## src/rtl/emgd_pkg.sv

```systemverilog
`timescale 1ns / 1ps
`default_nettype none

package emgd_pkg;

    // Ring buffer geometry (depth is a power of two, wrap by truncation)
    localparam int BUF_DEPTH = 256;
    localparam int PTR_W     = $clog2(BUF_DEPTH);
    localparam int FILL_W    = PTR_W + 1;

    // Frame format
    localparam logic [7:0] START_BYTE  = 8'hA5;
    localparam logic [7:0] END_BYTE    = 8'h5A;
    localparam logic [7:0] MAX_LEN     = 8'd128;
    localparam logic [7:0] MIN_FRAME   = 8'd7;
    localparam logic [7:0] DATA_OFFSET = 8'd12;
    localparam logic [7:0] HDR_BYTES   = 8'd10;
    localparam logic [7:0] TRAIL_BYTES = 8'd3;

    // Results per received byte
    localparam int MAX_RESULTS = 59;
    localparam int CNT_W       = $clog2(MAX_RESULTS + 1);

    // Configuration registers
    localparam logic [7:0] WANTED_TYPE_RESET = 8'd18;
    localparam logic       REG_WANTED_TYPE   = 1'b0;

    // Ring memory access bundle
    typedef struct packed {
        logic             wr_en;
        logic [PTR_W-1:0] wr_addr;
        logic [7:0]       wr_data;
        logic [PTR_W-1:0] rd_addr;
    } ring_req_t;

endpackage

`default_nettype wire

```

## src/rtl/emgd_ring.sv

```systemverilog
`timescale 1ns / 1ps
`default_nettype none

module emgd_ring (
    input  wire logic               aclk,
    input  wire emgd_pkg::ring_req_t req,
    output logic [7:0]              rd_data
);
    import emgd_pkg::*;

    logic [7:0] mem [BUF_DEPTH];
    logic [7:0] rd_data_reg;

    // Single write port, registered read port
    always_ff @(posedge aclk) begin
        if (req.wr_en) begin
            mem[req.wr_addr] <= req.wr_data;
        end
        rd_data_reg <= mem[req.rd_addr];
    end

    assign rd_data = rd_data_reg;

endmodule

`default_nettype wire

```

## src/rtl/emgd_cfg.sv

```systemverilog
`timescale 1ns / 1ps
`default_nettype none

module emgd_cfg (
    input  wire logic        aclk,
    input  wire logic        aresetn,
    input  wire logic        psel,
    input  wire logic        penable,
    input  wire logic        pwrite,
    input  wire logic [2:0]  paddr,
    input  wire logic [31:0] pwdata,
    output logic [31:0]      prdata,
    output logic             pready,
    output logic [7:0]       wanted_type
);
    import emgd_pkg::*;

    logic [7:0] wanted_type_reg;
    logic [7:0] wanted_type_next;
    logic       wr_hit;

    assign pready = 1'b1;
    assign wr_hit = psel && penable && pwrite && (paddr[2] == REG_WANTED_TYPE);

    // Register write
    always_comb begin
        wanted_type_next = wanted_type_reg;
        if (wr_hit) begin
            wanted_type_next = pwdata[7:0];
        end
    end

    always_ff @(posedge aclk) begin
        if (!aresetn) begin
            wanted_type_reg <= WANTED_TYPE_RESET;
        end else begin
            wanted_type_reg <= wanted_type_next;
        end
    end

    // Read back
    always_comb begin
        unique case (paddr[2])
            REG_WANTED_TYPE: prdata = {24'd0, wanted_type_reg};
            default:         prdata = 32'd0;
        endcase
    end

    assign wanted_type = wanted_type_reg;

endmodule

`default_nettype wire

```

## src/rtl/emgd_ctrl.sv

```systemverilog
`timescale 1ns / 1ps
`default_nettype none

module emgd_ctrl (
    input  wire logic                aclk,
    input  wire logic                aresetn,
    input  wire logic [7:0]          wanted_type,
    // byte input
    input  wire logic                s_tvalid,
    output logic                     s_tready,
    input  wire logic [7:0]          s_tdata,
    // sample output
    output logic                     m_tvalid,
    input  wire logic                m_tready,
    output logic signed [15:0]       m_tdata,
    output logic                     m_tlast,
    // ring memory
    output emgd_pkg::ring_req_t      ring_req,
    input  wire logic [7:0]          ring_rd_data
);
    import emgd_pkg::*;

    typedef enum logic [7:0] {
        S_IDLE = 8'b0000_0001,
        S_HEAD = 8'b0000_0010,
        S_CHK0 = 8'b0000_0100,
        S_CHK1 = 8'b0000_1000,
        S_CHK2 = 8'b0001_0000,
        S_CHK3 = 8'b0010_0000,
        S_RDHI = 8'b0100_0000,
        S_EMIT = 8'b1000_0000
    } state_t;

    state_t              state_reg, state_next;
    logic [PTR_W-1:0]    sp_reg, sp_next;
    logic [FILL_W-1:0]   fill_reg, fill_next;
    logic [7:0]          len_reg, len_next;
    logic [7:0]          lo_reg, lo_next;
    logic [CNT_W-1:0]    cnt_reg, cnt_next;
    logic [CNT_W-1:0]    nsmp_reg, nsmp_next;
    logic [CNT_W-1:0]    idx_reg, idx_next;
    logic                out_valid_reg, out_valid_next;
    logic [15:0]         out_data_reg, out_data_next;
    logic                out_last_reg, out_last_next;

    logic                accept;
    logic                out_free;
    logic [FILL_W-1:0]   frame_len;
    logic [FILL_W-1:0]   fill_less1;
    logic [FILL_W-1:0]   fill_less_frame;
    logic [7:0]          len_minus_hdr;
    logic [CNT_W-1:0]    nsmp_calc;
    logic [CNT_W:0]      cnt_sum;
    logic [7:0]          lo_off;
    logic [7:0]          hi_off;
    logic [7:0]          next_lo_off;
    logic                last_smp;

    assign accept   = s_tvalid && s_tready;
    assign s_tready = (state_reg == S_IDLE);
    assign out_free = !out_valid_reg || m_tready;

    // Frame arithmetic
    assign frame_len       = FILL_W'(len_reg) + FILL_W'(TRAIL_BYTES);
    assign fill_less1      = fill_reg - FILL_W'(1);
    assign fill_less_frame = fill_reg - frame_len;
    assign len_minus_hdr   = len_reg - HDR_BYTES;
    assign nsmp_calc       = (len_reg >= HDR_BYTES) ? CNT_W'(len_minus_hdr >> 1) : '0;
    assign cnt_sum         = {1'b0, cnt_reg} + {1'b0, nsmp_calc};
    assign lo_off          = DATA_OFFSET + {1'b0, idx_reg, 1'b0};
    assign hi_off          = lo_off + 8'd1;
    assign next_lo_off     = lo_off + 8'd2;
    assign last_smp        = (idx_reg + CNT_W'(1)) == nsmp_reg;

    // Sequencer: append byte, then scan the buffer through the memory
    always_comb begin
        state_next     = state_reg;
        sp_next        = sp_reg;
        fill_next      = fill_reg;
        len_next       = len_reg;
        lo_next        = lo_reg;
        cnt_next       = cnt_reg;
        nsmp_next      = nsmp_reg;
        idx_next       = idx_reg;
        out_valid_next = out_valid_reg;
        out_data_next  = out_data_reg;
        out_last_next  = out_last_reg;

        ring_req.wr_en   = 1'b0;
        ring_req.wr_addr = sp_reg + fill_reg[PTR_W-1:0];
        ring_req.wr_data = s_tdata;
        ring_req.rd_addr = sp_reg;

        if (out_valid_reg && m_tready) begin
            out_valid_next = 1'b0;
        end

        unique case (state_reg)
            S_IDLE: begin
                if (accept) begin
                    // full buffer: oldest byte goes, new byte lands in its slot
                    ring_req.wr_en = 1'b1;
                    if (fill_reg[PTR_W]) begin
                        sp_next = sp_reg + PTR_W'(1);
                    end else begin
                        fill_next = fill_reg + FILL_W'(1);
                    end
                    cnt_next   = '0;
                    state_next = S_HEAD;
                end
            end
            S_HEAD: begin
                state_next = S_CHK0;
            end
            S_CHK0: begin
                if (ring_rd_data != START_BYTE) begin
                    sp_next    = sp_reg + PTR_W'(1);
                    fill_next  = fill_less1;
                    state_next = (fill_less1 == '0) ? S_IDLE : S_HEAD;
                end else if (fill_reg < FILL_W'(MIN_FRAME)) begin
                    state_next = S_IDLE;
                end else begin
                    ring_req.rd_addr = sp_reg + PTR_W'(1);
                    state_next       = S_CHK1;
                end
            end
            S_CHK1: begin
                len_next         = ring_rd_data;
                ring_req.rd_addr = sp_reg + PTR_W'(2);
                state_next       = S_CHK2;
            end
            S_CHK2: begin
                if (ring_rd_data != wanted_type || len_reg > MAX_LEN) begin
                    sp_next    = sp_reg + PTR_W'(1);
                    fill_next  = fill_less1;
                    state_next = (fill_less1 == '0) ? S_IDLE : S_HEAD;
                end else if (fill_reg < frame_len) begin
                    // incomplete frame waits for more bytes
                    state_next = S_IDLE;
                end else begin
                    ring_req.rd_addr = sp_reg + PTR_W'(len_reg + 8'd2);
                    state_next       = S_CHK3;
                end
            end
            S_CHK3: begin
                if (ring_rd_data != END_BYTE) begin
                    sp_next    = sp_reg + PTR_W'(1);
                    fill_next  = fill_less1;
                    state_next = (fill_less1 == '0) ? S_IDLE : S_HEAD;
                end else if (cnt_sum > (CNT_W + 1)'(MAX_RESULTS)) begin
                    // no room left in this transaction's results
                    state_next = S_IDLE;
                end else if (nsmp_calc == '0) begin
                    sp_next    = sp_reg + PTR_W'(frame_len);
                    fill_next  = fill_less_frame;
                    state_next = (fill_less_frame == '0) ? S_IDLE : S_HEAD;
                end else begin
                    nsmp_next        = nsmp_calc;
                    idx_next         = '0;
                    ring_req.rd_addr = sp_reg + PTR_W'(DATA_OFFSET);
                    state_next       = S_RDHI;
                end
            end
            S_RDHI: begin
                lo_next          = ring_rd_data;
                ring_req.rd_addr = sp_reg + PTR_W'(hi_off);
                state_next       = S_EMIT;
            end
            S_EMIT: begin
                if (out_free) begin
                    out_valid_next = 1'b1;
                    out_data_next  = {ring_rd_data, lo_reg};
                    out_last_next  = last_smp;
                    cnt_next       = cnt_reg + CNT_W'(1);
                    if (last_smp) begin
                        sp_next    = sp_reg + PTR_W'(frame_len);
                        fill_next  = fill_less_frame;
                        state_next = (fill_less_frame == '0) ? S_IDLE : S_HEAD;
                    end else begin
                        idx_next         = idx_reg + CNT_W'(1);
                        ring_req.rd_addr = sp_reg + PTR_W'(next_lo_off);
                        state_next       = S_RDHI;
                    end
                end else begin
                    // hold the high byte on the read port while stalled
                    ring_req.rd_addr = sp_reg + PTR_W'(hi_off);
                end
            end
            default: begin
                state_next = S_IDLE;
            end
        endcase
    end

    // Control state
    always_ff @(posedge aclk) begin
        if (!aresetn) begin
            state_reg     <= S_IDLE;
            sp_reg        <= '0;
            fill_reg      <= '0;
            cnt_reg       <= '0;
            out_valid_reg <= 1'b0;
        end else begin
            state_reg     <= state_next;
            sp_reg        <= sp_next;
            fill_reg      <= fill_next;
            cnt_reg       <= cnt_next;
            out_valid_reg <= out_valid_next;
        end
    end

    // Payload registers
    always_ff @(posedge aclk) begin
        len_reg      <= len_next;
        lo_reg       <= lo_next;
        nsmp_reg     <= nsmp_next;
        idx_reg      <= idx_next;
        out_data_reg <= out_data_next;
        out_last_reg <= out_last_next;
    end

    assign m_tvalid = out_valid_reg;
    assign m_tdata  = out_data_reg;
    assign m_tlast  = out_last_reg;

endmodule

`default_nettype wire

```

## src/rtl/emg_frame_deframer.sv

```systemverilog
`timescale 1ns / 1ps
`default_nettype none
// A new byte is taken only in the idle state; after each byte the buffer is rescanned
// through the single read port of the ring, each sample needing a low and a high byte read,
// and s_tready stays low until the scan returns to idle.
// Reset (aresetn low, synchronous): buffer emptied, output invalid, wanted_type = 18.
module emg_frame_deframer (
    input  wire logic               aclk,
    input  wire logic               aresetn,
    // received bytes; s_tdata: [7:0] rx_byte
    input  wire logic               s_tvalid,
    output logic                    s_tready,
    input  wire logic [7:0]         s_tdata,
    // samples; m_tdata: [15:0] sample, m_tlast: last sample of frame
    output logic                    m_tvalid,
    input  wire logic               m_tready,
    output logic signed [15:0]      m_tdata,
    output logic                    m_tlast,
    // configuration
    input  wire logic               psel,
    input  wire logic               penable,
    input  wire logic               pwrite,
    input  wire logic [2:0]         paddr,
    input  wire logic [31:0]        pwdata,
    output logic [31:0]             prdata,
    output logic                    pready
);
    import emgd_pkg::*;

    ring_req_t  ring_req;
    logic [7:0] ring_rd_data;
    logic [7:0] wanted_type;

    emgd_cfg u_cfg (
        .aclk        (aclk),
        .aresetn     (aresetn),
        .psel        (psel),
        .penable     (penable),
        .pwrite      (pwrite),
        .paddr       (paddr),
        .pwdata      (pwdata),
        .prdata      (prdata),
        .pready      (pready),
        .wanted_type (wanted_type)
    );

    emgd_ring u_ring (
        .aclk    (aclk),
        .req     (ring_req),
        .rd_data (ring_rd_data)
    );

    emgd_ctrl u_ctrl (
        .aclk         (aclk),
        .aresetn      (aresetn),
        .wanted_type  (wanted_type),
        .s_tvalid     (s_tvalid),
        .s_tready     (s_tready),
        .s_tdata      (s_tdata),
        .m_tvalid     (m_tvalid),
        .m_tready     (m_tready),
        .m_tdata      (m_tdata),
        .m_tlast      (m_tlast),
        .ring_req     (ring_req),
        .ring_rd_data (ring_rd_data)
    );

endmodule

`default_nettype wire

```

## config.mk

```make
export PLATFORM = sky130hd
export DESIGN_NAME = emg_frame_deframer
export DESIGN_NICKNAME = d
export VERILOG_FILES = /design/src/rtl/emgd_pkg.sv /design/src/rtl/emgd_ring.sv /design/src/rtl/emgd_cfg.sv /design/src/rtl/emgd_ctrl.sv /design/src/rtl/emg_frame_deframer.sv
export SDC_FILE = /design/constraint.sdc
export NUM_CORES = 2
export LEC_CHECK = 0
export BUFFER_PORTS_ARGS = -buffer_cell sky130_fd_sc_hd__buf_2
export CORE_MARGIN = 1
export CORE_UTILIZATION = 40
export CTS_CLUSTER_SIZE = 16
export DETAILED_ROUTE_END_ITERATION = 16
export GPL_TIMING_DRIVEN = 0
export PLACE_DENSITY = 0.56
export SLEW_MARGIN = 20
export SYNTH_ARGS = -nofsm -noshare
export SYNTH_HDL_FRONTEND = slang
export SYNTH_SLANG_ARGS = --single-unit
export TNS_END_PERCENT = 5
```

## constraint.sdc

```tcl
create_clock -name aclk -period 10.3 [get_ports aclk]
set_input_delay 1.545 -clock aclk [delete_from_list [all_inputs] [get_ports aclk]]
set_output_delay 1.545 -clock aclk [all_outputs]
set_load 0.02 [all_outputs]
```

==> summary.txt <==
Placed design
  – GP Congestion: 1.10
  – HPWL after detailed placement: 265000 um
  – IO buf count: slightly below 50
  – Placed Area: around 95000 um2

Finish
  – Max reg flops: a little over 2000
  – Share of cells above drive strength 1: 0.0981
  – Final nets: 7449
  – Area grow syn2layout: 13.5%
  – Final Instance Area: approximately 100000 um2

Synth
  – Most frequent cell after synthesis: edfxtp_1
  – EDFF count, synth: roughly 2100
  – Ys flop type: edfxtp_1
  – Seq/Total Area, Yosys: 0.709
  – FFs w/ async S/R, synth: 0
  – Post-Synthesis Cell Area: 90000 um2
  – Synth unique cells: 92
  – Area leader, netlist: edfxtp_1
  – Area contributors post-synth: edfxtp_1 70%, nand2_1 7.4%, nand3_1 3.9%
  – Cells after Synth: 6994
  – Post-synth top cells: 2093 x edfxtp_1, 1779 x nand2_1, 704 x nand3_1
  – Avg Cell Area, Syn: 12.9 um2
  – Synth Register Bits: approximately 2100
  – Yosys warnings: 0
  – Synth top area share: 0.699

Global routing
  – First-pass GRT wire length: between 400000 and 500000 um
  – GRT Resource Usage Total: 0.322
  – Initial antenna violation count: 35
  – Vias in the first global route: 59400
  – Largest net degree at the start of global routing: 124
  – Gr ovfl total: 0

Timing
  – Setup TNS: 0 ns
  – Fin crit share: 0.905
  – Final setup violation count: 0
  – Fin. max-slew vios: 0
  – Worst-Margin Slew: roughly 1.3 ns
  – Setup Skew: 0.0696 ns
  – Fmax: 107 MHz
  – Final hold vios: 0
  – Post-layout min period: 9.32 ns
  – Slew headroom: 0.105
  – RSZ-0062 raised after global routing: no

Power
  – Clk pwr share: 0.315
  – Worst VDD drop: between 0.00015 and 0.0002 V
  – Switch share: 0.378
  – PwrDens: 248 nW/um2
  – Reg power frac: 0.386
  – Int Power: about 0.016 W
  – P_sw: 0.00957 W
  – Comb pwr share: 0.298
  – LEAKAGE: around 35 nW

Critical path
  – Worst R2R End: u_ring.rd_data[7]
  – Crit start category: flop
  – R2r worst-path depth: 21
  – Worst R2R Setup Slack: ~1 ns
  – Worst R2R Start: u_ctrl.len_reg[1]
  – WP data arrival: 9.98 ns
  – Crit path from: u_ctrl.len_reg[1]
  – Worst-path fanout max: 10
  – Crit path required time: 10.96 ns
  – Critical path class: reg -> reg
  – Endpoint type of the worst setup path: flop

Outcome
  – Status: finished, final reports clean

Floorplanning
  – Row Count: 173
  – Die area: 227000 um2
  – I/O pins: 102
  – Starting Density: 0.404
  – Die width: 476 um
  – Core Footprint: 223000 um2
  – Die height: 476 um

Route
  – Post-DRT Antenna Nets: 0
  – Vias: around 64000
  – Drt wl/cell: roughly 36 um
  – DRC viols: 0
  – First drt pass iteration count: 8
  – Routed vias/inst: 6.14
  – Initial DRC count: 10600
  – Final WL: 374000 um

Min path
  – Min-Delay Path Class: reg -> reg
  – Hold path cells: 0
  – WHS Endpoint: u_ctrl.m_tdata[7]
  – Min-Delay Startpoint: u_ctrl.lo_reg[7]

Clock network
  – Clk_lat worst skew: around 0.94 ns
  – CTS Hold Bufs: 0
  – CTS root buffer: clkbuf_16
  – H-Tree Depth: 4
  – Worst-path clk slew: 0.06 ns
  – CTS tree: done
  – Sink Count: 2141
  – Post CTS Setup Buffer Count: 0
  – CTS Buf Count: 220
  – Clock Path Buffers: 3
  – Post-cts resize count: 0

Flow run
  – Max_cap viols: 0
## metal layers
layer	vias up	global-route usage	wire length [um]
li1	26500	-	-
met1	32500	0.412	138000
met2	4516	0.469	160000
met3	1011	0.111	49200
met4	16	0.193	26300
met5	-	0	122
## worst max-delay path: stages (launching register included)
cell       delay [ns]
edfxtp_1         0.55
inv_1            0.21
ha_1             0.28
nand3b_1         0.19
xnor2_1          0.56
inv_1            0.11
ha_1             0.35
and2_1           0.18
a221oi_1         0.38
a21oi_1          0.24
o211ai_1         0.61
o211ai_1         0.34
a21oi_4          0.70
buf_2            0.72
clkbuf_1         0.59
buf_2            0.60
buf_2            0.60
nand3_1          0.14
nand3_1          0.17
a21oi_1          0.23
o41ai_1          0.85
nand4bb_1        0.41
## metrics by stage
step | power, W | instances | setup slack (ns) | hold WS (ns) | utilization
after global placement | 0.0170 | 10000 | 0.660 | 0.405 | 0.422
after global routing | 0.0256 | 10500 | 1.10 | 0.424 | 0.458
after floorplan | 0.0133 | 7017 | 5.46 | 0.400 | -
after detailed placement | 0.0171 | 10100 | 1.46 | 0.407 | 0.426
final | 0.0253 | 10500 | 0.982 | 0.422 | 0.458
after CTS | 0.0249 | 10500 | 1.46 | 0.422 | 0.458
## how the worst max path moves through the flow
stage,to,slack [ns],cells after the start
3_3_place_gp,u_ring.rd_data[5],0.66,19
5_1_grt,u_ring.rd_data[7],1.10,21
4_1_cts,u_ring.rd_data[7],1.46,21
3_5_place_dp,u_ring.rd_data[7],1.46,21
6_report,u_ring.rd_data[7],0.98,21
2_1_floorplan,u_ring.rd_data[5],5.46,21
## cells by family after synthesis
| group | Yosys count | share of synthesized area |
|---|---|---|
| flip-flops | 2141 | 0.709 |
| AO/OA/AOI/OAI | 696 | 0.0561 |
| other | 2 | 0.0000835 |
| buffers and inverters | 531 | 0.0264 |
| AND/OR/NAND/NOR | 3221 | 0.156 |
| adder cells (fa/ha/maj) | 81 | 0.0122 |
| multiplexers | 224 | 0.0300 |
| XOR/XNOR | 98 | 0.00985 |
## power by group through the flow
stage                     clock network (W)  logic [W]  registers [W]
after floorplan                           0    0.00342        0.00990
after global placement                    0    0.00701         0.0100
after detailed placement                  0    0.00712        0.00997
after CTS                           0.00797    0.00715        0.00979
after global routing                0.00829    0.00756        0.00979
final                               0.00798    0.00755        0.00978
## cell usage in the layout (no fill, tap or decap), types with 12 or more instances in the layout
cell / count
a21oi_1: 128
buf_2: 211
xnor2_1: 66
a21o_1: 14
a211oi_1: 21
conb_1: 25
a311oi_1: 138
o32a_1: 12
nand4_1: 22
mux4_2: 36
dfxtp_1: 48
o41ai_1: 12
nand3_1: 704
nand2_1: 1779
a31oi_1: 94
nor3_1: 19
clkbuf_2: 49
clkbuf_16: 220
ha_1: 70
buf_16: 22
clkinv_2: 36
nor2b_1: 14
buf_4: 52
o221ai_1: 28
mux2i_1: 180
diode_2: 17
clkinv_1: 62
and3_1: 212
inv_1: 56
bufinv_16: 17
edfxtp_1: 2093
buf_1: 37
o211ai_1: 37
nor2_1: 356
clkbuf_1: 214
o21ai_0: 63
xor2_1: 30
## area by class of cell
class | instances | area, um2
clock buffer | 267 | 5700
buffer | 473 | 2240
antenna | 17 | 42.5
fill | 20200 | 121000
inverter | 58 | 218
timing repair buffer | 79 | 1010
clock inverter | 143 | 1370
multi-input combinational | 4345 | 24000
tap | 2975 | 3720
sequential | 2141 | 63800
Note: power is estimated with default switching activity, not from simulation.
